## config.mk

```make
export PLATFORM = sky130hd
export DESIGN_NAME = segment_digit_classifier
export DESIGN_NICKNAME = d
export VERILOG_FILES = /design/src/hdl/sdc_pkg.sv /design/src/hdl/sdc_scan.sv /design/src/hdl/sdc_classify.sv /design/src/hdl/segment_digit_classifier.sv
export VERILOG_INCLUDE_DIRS = /design/src /design/src/hdl
export SDC_FILE = /design/constraint.sdc
export NUM_CORES = 1
export LEC_CHECK = 0
export BUFFER_PORTS_ARGS = -buffer_cell sky130_fd_sc_hd__buf_2
export CELL_PAD_IN_SITES_DETAIL_PLACEMENT = 0
export CELL_PAD_IN_SITES_GLOBAL_PLACEMENT = 1
export CORE_MARGIN = 4
export CORE_UTILIZATION = 50
export DETAILED_ROUTE_END_ITERATION = 10
export GPL_TIMING_DRIVEN = 0
export PLACE_DENSITY = 0.79
export SLEW_MARGIN = 20
export SYNTH_ARGS = -nofsm -noshare
export SYNTH_HDL_FRONTEND = slang
export SYNTH_HIERARCHICAL = 1
export SYNTH_SLANG_ARGS = --single-unit
```

## constraint.sdc

```tcl
create_clock -name clk -period 23.2 [get_ports clk]
set_clock_uncertainty 0.15 [all_clocks]
set_input_delay 0 -clock clk [delete_from_list [all_inputs] [get_ports clk]]
set_output_delay 0 -clock clk [all_outputs]
set_load 0.01 [all_outputs]
```

## src/hdl/segment_digit_classifier_assert.svh

```systemverilog
// Assertion macros for the segment digit classifier.
`ifndef SEGMENT_DIGIT_CLASSIFIER_ASSERT_SVH
`define SEGMENT_DIGIT_CLASSIFIER_ASSERT_SVH

// Same-cycle implication, disabled while in reset.
`define SDC_ASSERT_IMPL(label, ante, cons) \
  label: assert property (@(posedge clk) disable iff (!rst_n) (ante) |-> (cons)) \
    else $error("sdc assertion failed");

// Next-cycle implication, disabled while in reset.
`define SDC_ASSERT_NEXT(label, ante, cons) \
  label: assert property (@(posedge clk) disable iff (!rst_n) (ante) |=> (cons)) \
    else $error("sdc assertion failed");

`endif

```

## src/hdl/sdc_pkg.sv

```systemverilog
// Shared constants, types and helpers for the segment digit classifier.
package sdc_pkg;

  localparam int SIDE_BITS_DEF  = 10;
  localparam int SPOTS_KEPT_DEF = 3;

  localparam int PIX_W   = 8;
  localparam int HIT_W   = 4;
  localparam int DIGIT_W = 4;

  localparam logic [PIX_W-1:0] STEP_LIMIT = 8'd200;
  localparam logic [HIT_W-1:0] HITS_MAX   = 4'd15;

  localparam logic STATUS_OK     = 1'b0;
  localparam logic STATUS_REJECT = 1'b1;

  localparam logic [DIGIT_W-1:0] DIGIT_NONE = 4'd0;

  typedef struct packed {
    logic [HIT_W-1:0] upper;
    logic [HIT_W-1:0] lower;
    logic [HIT_W-1:0] center;
  } hits_t;

  function automatic logic strong_step(input logic [PIX_W-1:0] a, input logic [PIX_W-1:0] b);
    logic [PIX_W-1:0] d;
    d = (a > b) ? (a - b) : (b - a);
    return d > STEP_LIMIT;
  endfunction

  function automatic logic [HIT_W-1:0] bump_hits(input logic [HIT_W-1:0] hits, input logic hit);
    return (hit && hits != HITS_MAX) ? hits + 1'b1 : hits;
  endfunction

endpackage

```

## src/hdl/sdc_scan.sv

```systemverilog
// Raster scan state: positions, neighbor pixels, transition counts and spots.
module sdc_scan import sdc_pkg::*; #(
  parameter int SIDE_BITS  = SIDE_BITS_DEF,
  parameter int SPOTS_KEPT = SPOTS_KEPT_DEF
) (
  input  logic                 clk,
  input  logic                 rst_n,
  input  logic                 go,
  input  logic [PIX_W-1:0]     pixel,
  input  logic [SIDE_BITS-1:0] img_height,
  input  logic [SIDE_BITS-1:0] img_width,
  input  logic                 last_pixel,
  output hits_t                hits_nxt,
  output logic [SIDE_BITS-1:0] up_spots_nxt [SPOTS_KEPT],
  output logic [SIDE_BITS-1:0] lo_spots_nxt [SPOTS_KEPT]
);

  // x/3 as x*ceil(2^K/3) >> K, exact for x below 2^(SIDE_BITS+1)
  localparam int DIV_K = SIDE_BITS + 3;
  localparam int PROD_W = SIDE_BITS + 1 + DIV_K;
  localparam logic [DIV_K-1:0] DIV_M = DIV_K'(((1 << DIV_K) + 2) / 3);

  logic [SIDE_BITS-1:0] row_r, row_nxt;
  logic [SIDE_BITS-1:0] col_r, col_nxt;
  logic [PIX_W-1:0]     left_r, left_nxt;
  logic [PIX_W-1:0]     above_r, above_nxt;
  hits_t                hits_r, hits_next_scan;
  logic [SIDE_BITS-1:0] up_spots_r [SPOTS_KEPT];
  logic [SIDE_BITS-1:0] lo_spots_r [SPOTS_KEPT];

  logic [PROD_W-1:0]    prod_third, prod_two_third;
  logic [SIDE_BITS-1:0] third, two_third, half, pos;
  logic                 row_hit_ok, up_hit, lo_hit, at_center, ctr_hit, col_end;

  assign prod_third     = PROD_W'({1'b0, img_height}) * PROD_W'(DIV_M);
  assign prod_two_third = PROD_W'({img_height, 1'b0}) * PROD_W'(DIV_M);
  assign third          = prod_third[DIV_K +: SIDE_BITS];
  assign two_third      = prod_two_third[DIV_K +: SIDE_BITS];
  assign half           = img_width >> 1;
  assign pos            = col_r - 1'b1;

  assign row_hit_ok = (col_r != '0) && strong_step(left_r, pixel);
  assign up_hit     = row_hit_ok && (row_r == third);
  assign lo_hit     = row_hit_ok && (row_r == two_third);
  assign at_center  = (col_r == half);
  assign ctr_hit    = at_center && (row_r != '0) && (row_r < img_height)
                      && strong_step(above_r, pixel);
  assign col_end    = ({1'b0, col_r} + 1'b1) >= {1'b0, img_width};

  always_comb begin
    hits_nxt.upper  = bump_hits(hits_r.upper, up_hit);
    hits_nxt.lower  = bump_hits(hits_r.lower, lo_hit);
    hits_nxt.center = bump_hits(hits_r.center, ctr_hit);
    for (int i = 0; i < SPOTS_KEPT; i++) begin
      up_spots_nxt[i] = (up_hit && hits_r.upper == HIT_W'(i)) ? pos : up_spots_r[i];
      lo_spots_nxt[i] = (lo_hit && hits_r.lower == HIT_W'(i)) ? pos : lo_spots_r[i];
    end
  end

  always_comb begin
    if (last_pixel) begin
      row_nxt        = '0;
      col_nxt        = '0;
      left_nxt       = '0;
      above_nxt      = '0;
      hits_next_scan = '0;
    end else begin
      row_nxt        = col_end ? row_r + 1'b1 : row_r;
      col_nxt        = col_end ? '0 : col_r + 1'b1;
      left_nxt       = pixel;
      above_nxt      = at_center ? pixel : above_r;
      hits_next_scan = hits_nxt;
    end
  end

  always_ff @(posedge clk) begin
    if (!rst_n) begin
      row_r   <= '0;
      col_r   <= '0;
      left_r  <= '0;
      above_r <= '0;
      hits_r  <= '0;
    end else if (go) begin
      row_r   <= row_nxt;
      col_r   <= col_nxt;
      left_r  <= left_nxt;
      above_r <= above_nxt;
      hits_r  <= hits_next_scan;
    end
  end

  always_ff @(posedge clk) begin
    if (go) begin
      up_spots_r <= up_spots_nxt;
      lo_spots_r <= lo_spots_nxt;
    end
  end

endmodule

```

## src/hdl/sdc_classify.sv

```systemverilog
// Decision logic: aspect-ratio shortcuts and transition pattern match.
module sdc_classify import sdc_pkg::*; #(
  parameter int SIDE_BITS  = SIDE_BITS_DEF,
  parameter int SPOTS_KEPT = SPOTS_KEPT_DEF
) (
  input  hits_t                hits,
  input  logic [SIDE_BITS-1:0] img_height,
  input  logic [SIDE_BITS-1:0] img_width,
  input  logic [SIDE_BITS-1:0] up_spots [SPOTS_KEPT],
  input  logic [SIDE_BITS-1:0] lo_spots [SPOTS_KEPT],
  output logic [DIGIT_W-1:0]   digit,
  output logic                 status
);

  localparam int EXT_W = SIDE_BITS + 4;

  logic [EXT_W-1:0]     h_ext, w3, w10;
  logic [SIDE_BITS-1:0] half;
  logic                 u0_gt, u1_lt, u2_gt, l0_gt, l1_lt, l2_gt;
  logic                 tall_thin, bad_shape;

  assign h_ext = EXT_W'(img_height);
  assign w3    = EXT_W'({img_width, 1'b0}) + EXT_W'(img_width);
  assign w10   = EXT_W'({img_width, 3'b000}) + EXT_W'({img_width, 1'b0});
  assign half  = img_width >> 1;

  assign bad_shape = (img_height == '0) || (img_width == '0) || (img_height < img_width);
  assign tall_thin = (h_ext > w3) && (h_ext < w10);

  assign u0_gt = up_spots[0] > half;
  assign u1_lt = up_spots[1] < half;
  assign u2_gt = up_spots[2] > half;
  assign l0_gt = lo_spots[0] > half;
  assign l1_lt = lo_spots[1] < half;
  assign l2_gt = lo_spots[2] > half;

  always_comb begin
    digit = DIGIT_NONE;
    if (bad_shape) begin
      digit = DIGIT_NONE;
    end else if (tall_thin) begin
      digit = 4'd1;
    end else if (hits.upper == 4'd2 && hits.lower == 4'd2 && hits.center == 4'd2) begin
      digit = 4'd7;
    end else if (hits.upper == 4'd4 && hits.lower == 4'd2 && hits.center == 4'd2) begin
      digit = 4'd4;
    end else if (hits.upper == 4'd2 && hits.lower == 4'd2 && hits.center == 4'd6
                 && ((u0_gt && l1_lt) || (u0_gt && l0_gt) || (u1_lt && l0_gt))) begin
      if (u0_gt && l1_lt) begin
        digit = 4'd2;
      end else if (u0_gt && l0_gt) begin
        digit = 4'd3;
      end else begin
        digit = 4'd5;
      end
    end else if (hits.upper == 4'd2 && hits.lower == 4'd4 && hits.center == 4'd6
                 && u1_lt && l1_lt && l2_gt) begin
      digit = 4'd6;
    end else if (hits.upper == 4'd4 && hits.lower == 4'd2 && hits.center == 4'd6
                 && u1_lt && u2_gt && l0_gt) begin
      digit = 4'd9;
    end else if (hits.upper == 4'd4 && hits.lower == 4'd4 && hits.center == 4'd6) begin
      digit = 4'd8;
    end
  end

  assign status = (digit == DIGIT_NONE) ? STATUS_REJECT : STATUS_OK;

endmodule

```

## src/hdl/segment_digit_classifier.sv

```systemverilog
// An accepted pixel is registered in the input stage and scanned from there; the
// result of a last pixel is then held in the result register and shown until taken.
// Throughput: one pixel per cycle; a last pixel waits only while the result register
// is still full and not being taken.
// Reset (rst_n low, synchronous): scan position, neighbor pixels and counts clear,
// both stages empty; stored spot positions are not cleared.
module segment_digit_classifier import sdc_pkg::*; #(
  parameter int SIDE_BITS  = SIDE_BITS_DEF,
  parameter int SPOTS_KEPT = SPOTS_KEPT_DEF,
  localparam int IN_BITS   = PIX_W + 2 * SIDE_BITS,
  localparam int IN_DATA_W = ((IN_BITS + 7) / 8) * 8
) (
  input  logic                 clk,
  input  logic                 rst_n,
  input  logic                 in_tvalid,
  output logic                 in_tready,
  input  logic [IN_DATA_W-1:0] in_tdata,  // pixel, img_height, img_width
  input  logic                 in_tlast,  // last_pixel
  output logic                 out_tvalid,
  input  logic                 out_tready,
  output logic [7:0]           out_tdata, // digit
  output logic                 out_tuser  // status
);

  logic                 s1_valid_r, s1_valid_nxt;
  logic [PIX_W-1:0]     s1_pixel_r;
  logic [SIDE_BITS-1:0] s1_height_r, s1_width_r;
  logic                 s1_last_r;

  logic                 out_valid_r, out_valid_nxt;
  logic [DIGIT_W-1:0]   out_digit_r;
  logic                 out_status_r;

  logic in_fire, out_free, s1_go;

  hits_t                hits_nxt;
  logic [SIDE_BITS-1:0] up_spots_nxt [SPOTS_KEPT];
  logic [SIDE_BITS-1:0] lo_spots_nxt [SPOTS_KEPT];
  logic [DIGIT_W-1:0]   digit_nxt;
  logic                 status_nxt;

  assign out_free  = !out_valid_r || out_tready;
  assign s1_go     = s1_valid_r && (!s1_last_r || out_free);
  assign in_tready = !s1_valid_r || s1_go;
  assign in_fire   = in_tvalid && in_tready;

  assign s1_valid_nxt  = in_fire ? 1'b1 : (s1_go ? 1'b0 : s1_valid_r);
  assign out_valid_nxt = (s1_go && s1_last_r) ? 1'b1 : (out_tready ? 1'b0 : out_valid_r);

  always_ff @(posedge clk) begin
    if (!rst_n) begin
      s1_valid_r  <= 1'b0;
      out_valid_r <= 1'b0;
    end else begin
      s1_valid_r  <= s1_valid_nxt;
      out_valid_r <= out_valid_nxt;
    end
  end

  always_ff @(posedge clk) begin
    if (in_fire) begin
      s1_pixel_r  <= in_tdata[PIX_W-1:0];
      s1_height_r <= in_tdata[PIX_W +: SIDE_BITS];
      s1_width_r  <= in_tdata[PIX_W + SIDE_BITS +: SIDE_BITS];
      s1_last_r   <= in_tlast;
    end
    if (s1_go && s1_last_r) begin
      out_digit_r  <= digit_nxt;
      out_status_r <= status_nxt;
    end
  end

  sdc_scan #(
    .SIDE_BITS  (SIDE_BITS),
    .SPOTS_KEPT (SPOTS_KEPT)
  ) u_scan (
    .clk          (clk),
    .rst_n        (rst_n),
    .go           (s1_go),
    .pixel        (s1_pixel_r),
    .img_height   (s1_height_r),
    .img_width    (s1_width_r),
    .last_pixel   (s1_last_r),
    .hits_nxt     (hits_nxt),
    .up_spots_nxt (up_spots_nxt),
    .lo_spots_nxt (lo_spots_nxt)
  );

  sdc_classify #(
    .SIDE_BITS  (SIDE_BITS),
    .SPOTS_KEPT (SPOTS_KEPT)
  ) u_classify (
    .hits       (hits_nxt),
    .img_height (s1_height_r),
    .img_width  (s1_width_r),
    .up_spots   (up_spots_nxt),
    .lo_spots   (lo_spots_nxt),
    .digit      (digit_nxt),
    .status     (status_nxt)
  );

  assign out_tvalid = out_valid_r;
  assign out_tdata  = {4'b0000, out_digit_r};
  assign out_tuser  = out_status_r;

`include "segment_digit_classifier_assert.svh"

  `SDC_ASSERT_IMPL(a_status_matches_digit, out_valid_r,
                   (out_status_r == STATUS_REJECT) == (out_digit_r == DIGIT_NONE))
  `SDC_ASSERT_NEXT(a_last_makes_result, s1_go && s1_last_r, out_valid_r)
  `SDC_ASSERT_IMPL(a_last_stalls_input, s1_valid_r && s1_last_r && out_valid_r && !out_tready,
                   !in_tready)

endmodule
```

==> qor.yml <==
outcome: "completed"
antenna_found_initial: 1
seqPwrFrac: 0.270
synth_top_area_cell: "edfxtp_1"
yosysWarnings: 6
via_per_inst: 5.79
path_clk_slew_ps: 70
hold_viol: 0
fmax_mhz: 107
yosysUniqueCellTypes: 92
critical_path.top_delay_family: "compound AO/OA/AOI/OAI gates"
place_congestion: 0.868
hp-start: "in_tdata[5]"
cts_tree: "yes"
core_area_um2: 27700
setup_viol: 0
grt_max_degree: 24
ys_seq_area_frac: 0.272
portBuffers: 39
die_area_um2: 30800
syn_inst: 1428
synth_seq_cells: 144
synthTopCellsByArea: "edfxtp_1 (20%), ha_1 (20%), dfxtp_1 (7.1%)"
startpoint: "s1_height_r[4]$_DFFE_PP_"
ff_latch_area_um2: 3820
reg2reg_depth: 25
grt.total_usage: 0.232
vdd_ir_drop_max_uv: 45.7
post-route-util: 0.570
crit_fanout: 10
num_vias: 11100
drt_iter0_markers: 910
end_kind: "flop"
arrival_ps: 9390
p_clk_frac: 0.262
maxSlewHeadroom: 0.300
numClockSinks: 144
combPwrFrac: 0.468
max-cap-violations: 0
min_path_type: "in2reg"
htreeDepth: 4
worstSetupPathType: "reg2reg"
tightestPinTransition_ps: 1050
synth.cell_area_um2: 14000
insertedDiodeCount: 0
root_buffer: "clkbuf_16"
synth-main-ff-cell: "edfxtp_1"
die_h_um: 176
finalCritPeriodShare: 0.404
firstDrtPassIters: 5
fin_nets: 1822
multi_input_area_um2: 9460
start_util: 0.507
avgRoutedWirePerCell_um: 18.5
clkLatencyLatePin_ps: 430
dpl.hpwl_um: 27000
totalPowerFinal_mw: 1.09
synth-edff-count: 94
cp.required_ps: 23230
powerDensity_nw_per_um2: 68.8
synthArstFlopShare: 0
synth.avg_cell_area_um2: 9.83
io-pin-count: 48
cp.depth: 25
r2r_start: "s1_height_r[4]$_DFFE_PP_"
rows: 61
crit_top_cell: "ha_1"
synth_top_area_share: 0.201
cp_num_buf_inv: 3
internal_power_mw: 0.668
clockBufferDepth: 2
switching_share: 0.385
wl_um: 35400
syn_to_final_growth_pct: 12.4
hold_ws_ps: 128
n_fill_cell: 2462
rsz0062_at_grt: "no"
max_stage_delay_ps: 800
min_path_cells: 2
cp_slowest_cell: "nor4_4"
drive_above_1_share: 0.118
grt_pass1_vias: 10900
p_switching_mw: 0.418
die_x_um: 176
worstSetupStartpointType: "flop"
numCtsBuffers: 17
drc: 0
p_leak_nw: 6.89
fin_tns_setup_ps: 0
grt-ovfl-total: 0
antenna_left: 0
layout_min_cycle_time_ps: 9370
grt_pass1_wl_um: 57500
slew_viol_final: 0
-- registers in the layout (all words and copies together) (netlist names), 4 cells and up --
register           cells
out_digit_r            4
s1_height_r           10
s1_pixel_r             8
s1_width_r            10
u_scan/above_r         8
u_scan/col_r          10
u_scan/hits_r         12
u_scan/left_r          8
u_scan/lo_spots_r     30
u_scan/row_r          10
u_scan/up_spots_r     30
-- worst paths after layout --
check | slack (ps) | to
min reg2reg | 330 | u_scan/hits_r[1]$_SDFFE_PN0P_
max reg2reg | 13830 | out_tuser$_DFFE_PP_
max | 13830 | out_tuser$_DFFE_PP_
min | 130 | s1_pixel_r[5]$_DFFE_PP_
-- Yosys cell counts (8+ instances only) --
library cell,count
xnor2_1,38
a31oi_1,12
fa_1,35
o211a_1,8
o21ai_0,62
inv_1,148
dfxtp_1,50
nor3_1,18
nor4_1,10
nand2b_1,26
and4b_1,8
o211ai_1,10
and3_1,21
xor2_1,30
o21a_1,17
or3_1,13
nor2_1,57
nor2b_1,21
mux2i_1,21
a211o_1,8
a211oi_1,20
mux2_2,59
nand3_1,34
a21oi_1,60
clkbuf_1,27
nand3b_1,14
a21o_1,35
nand4_1,27
ha_1,223
edfxtp_1,94
nand2_1,70
buf_2,11
-- timing repair --
| action | 4_1_cts | 5_1_grt |
|---|---|---|
| resized for setup | 0 | 0 |
| setup buffers | 0 | 0 |
| hold endpoints to repair | 40 | 0 |
| hold buffers | 34 | 0 |
-- power by group through the flow --
stage | registers (mW) | logic, mW | clock network (mW)
2_1_floorplan | 0.294 | 0.394 | 0
3_3_place_gp | 0.299 | 0.493 | 0
3_5_place_dp | 0.299 | 0.501 | 0
4_1_cts | 0.293 | 0.509 | 0.290
5_1_grt | 0.294 | 0.570 | 0.302
6_report | 0.293 | 0.509 | 0.285
-- per-stage QoR --
step	setup WS, ps	instances	instance area (um2)
detailed placement	13850	1852	14800
CTS	13820	1918	15800
finish	13830	1918	15800
global placement	13920	1848	14700
floorplan	15400	1431	14100
global route	13290	1918	15800
-- cell type report --
class | count | area share
clock buffer | 22 | 0.0327
inverter | 148 | 0.0352
buffer | 46 | 0.0140
multi-input combinational | 1093 | 0.600
sequential | 144 | 0.242
tap | 378 | 0.0300
timing repair buffer | 77 | 0.0404
clock inverter | 10 | 0.00594
-- routing by layer --
metal	up-vias	GRT usage	share of wire
met5	-	0	0
met4	0	0.0536	0.015
met3	33	0.0310	0.048
met2	266	0.381	0.46
met1	5337	0.328	0.47
li1	5466	-	-
-- placed cells by master (no fill, tap or decap), types with 26 or more instances in the layout --
master and count:
ha_1 223, nand2b_1 26, dfxtp_1 50, xor2_1 30, a21oi_1 60, inv_1 148
nand3_1 34, buf_2 50, edfxtp_1 94, fa_1 35, nand4_1 27, a21o_1 35
nor2_1 57, clkbuf_1 27, dlygate4sd3_1 34, xnor2_1 38, mux2_2 59, o21ai_0 62
nand2_1 70
-- kinds of logic (layout without fill, tap and decap cells) --
logic type                 Yosys count  in the layout  synth area share
AOI/OAI and AO/OA                  302            302             0.147
xor gates and xnor gates            75             75            0.0532
adders and majority gates          258            258             0.249
buffers and inverters              194            303            0.0553
DFF                                144            144             0.272
muxes                               82             82            0.0639
other                                1              4          0.000267
and+or+nand+nor                    372            372             0.159
(Power assumes the default switching activity.)
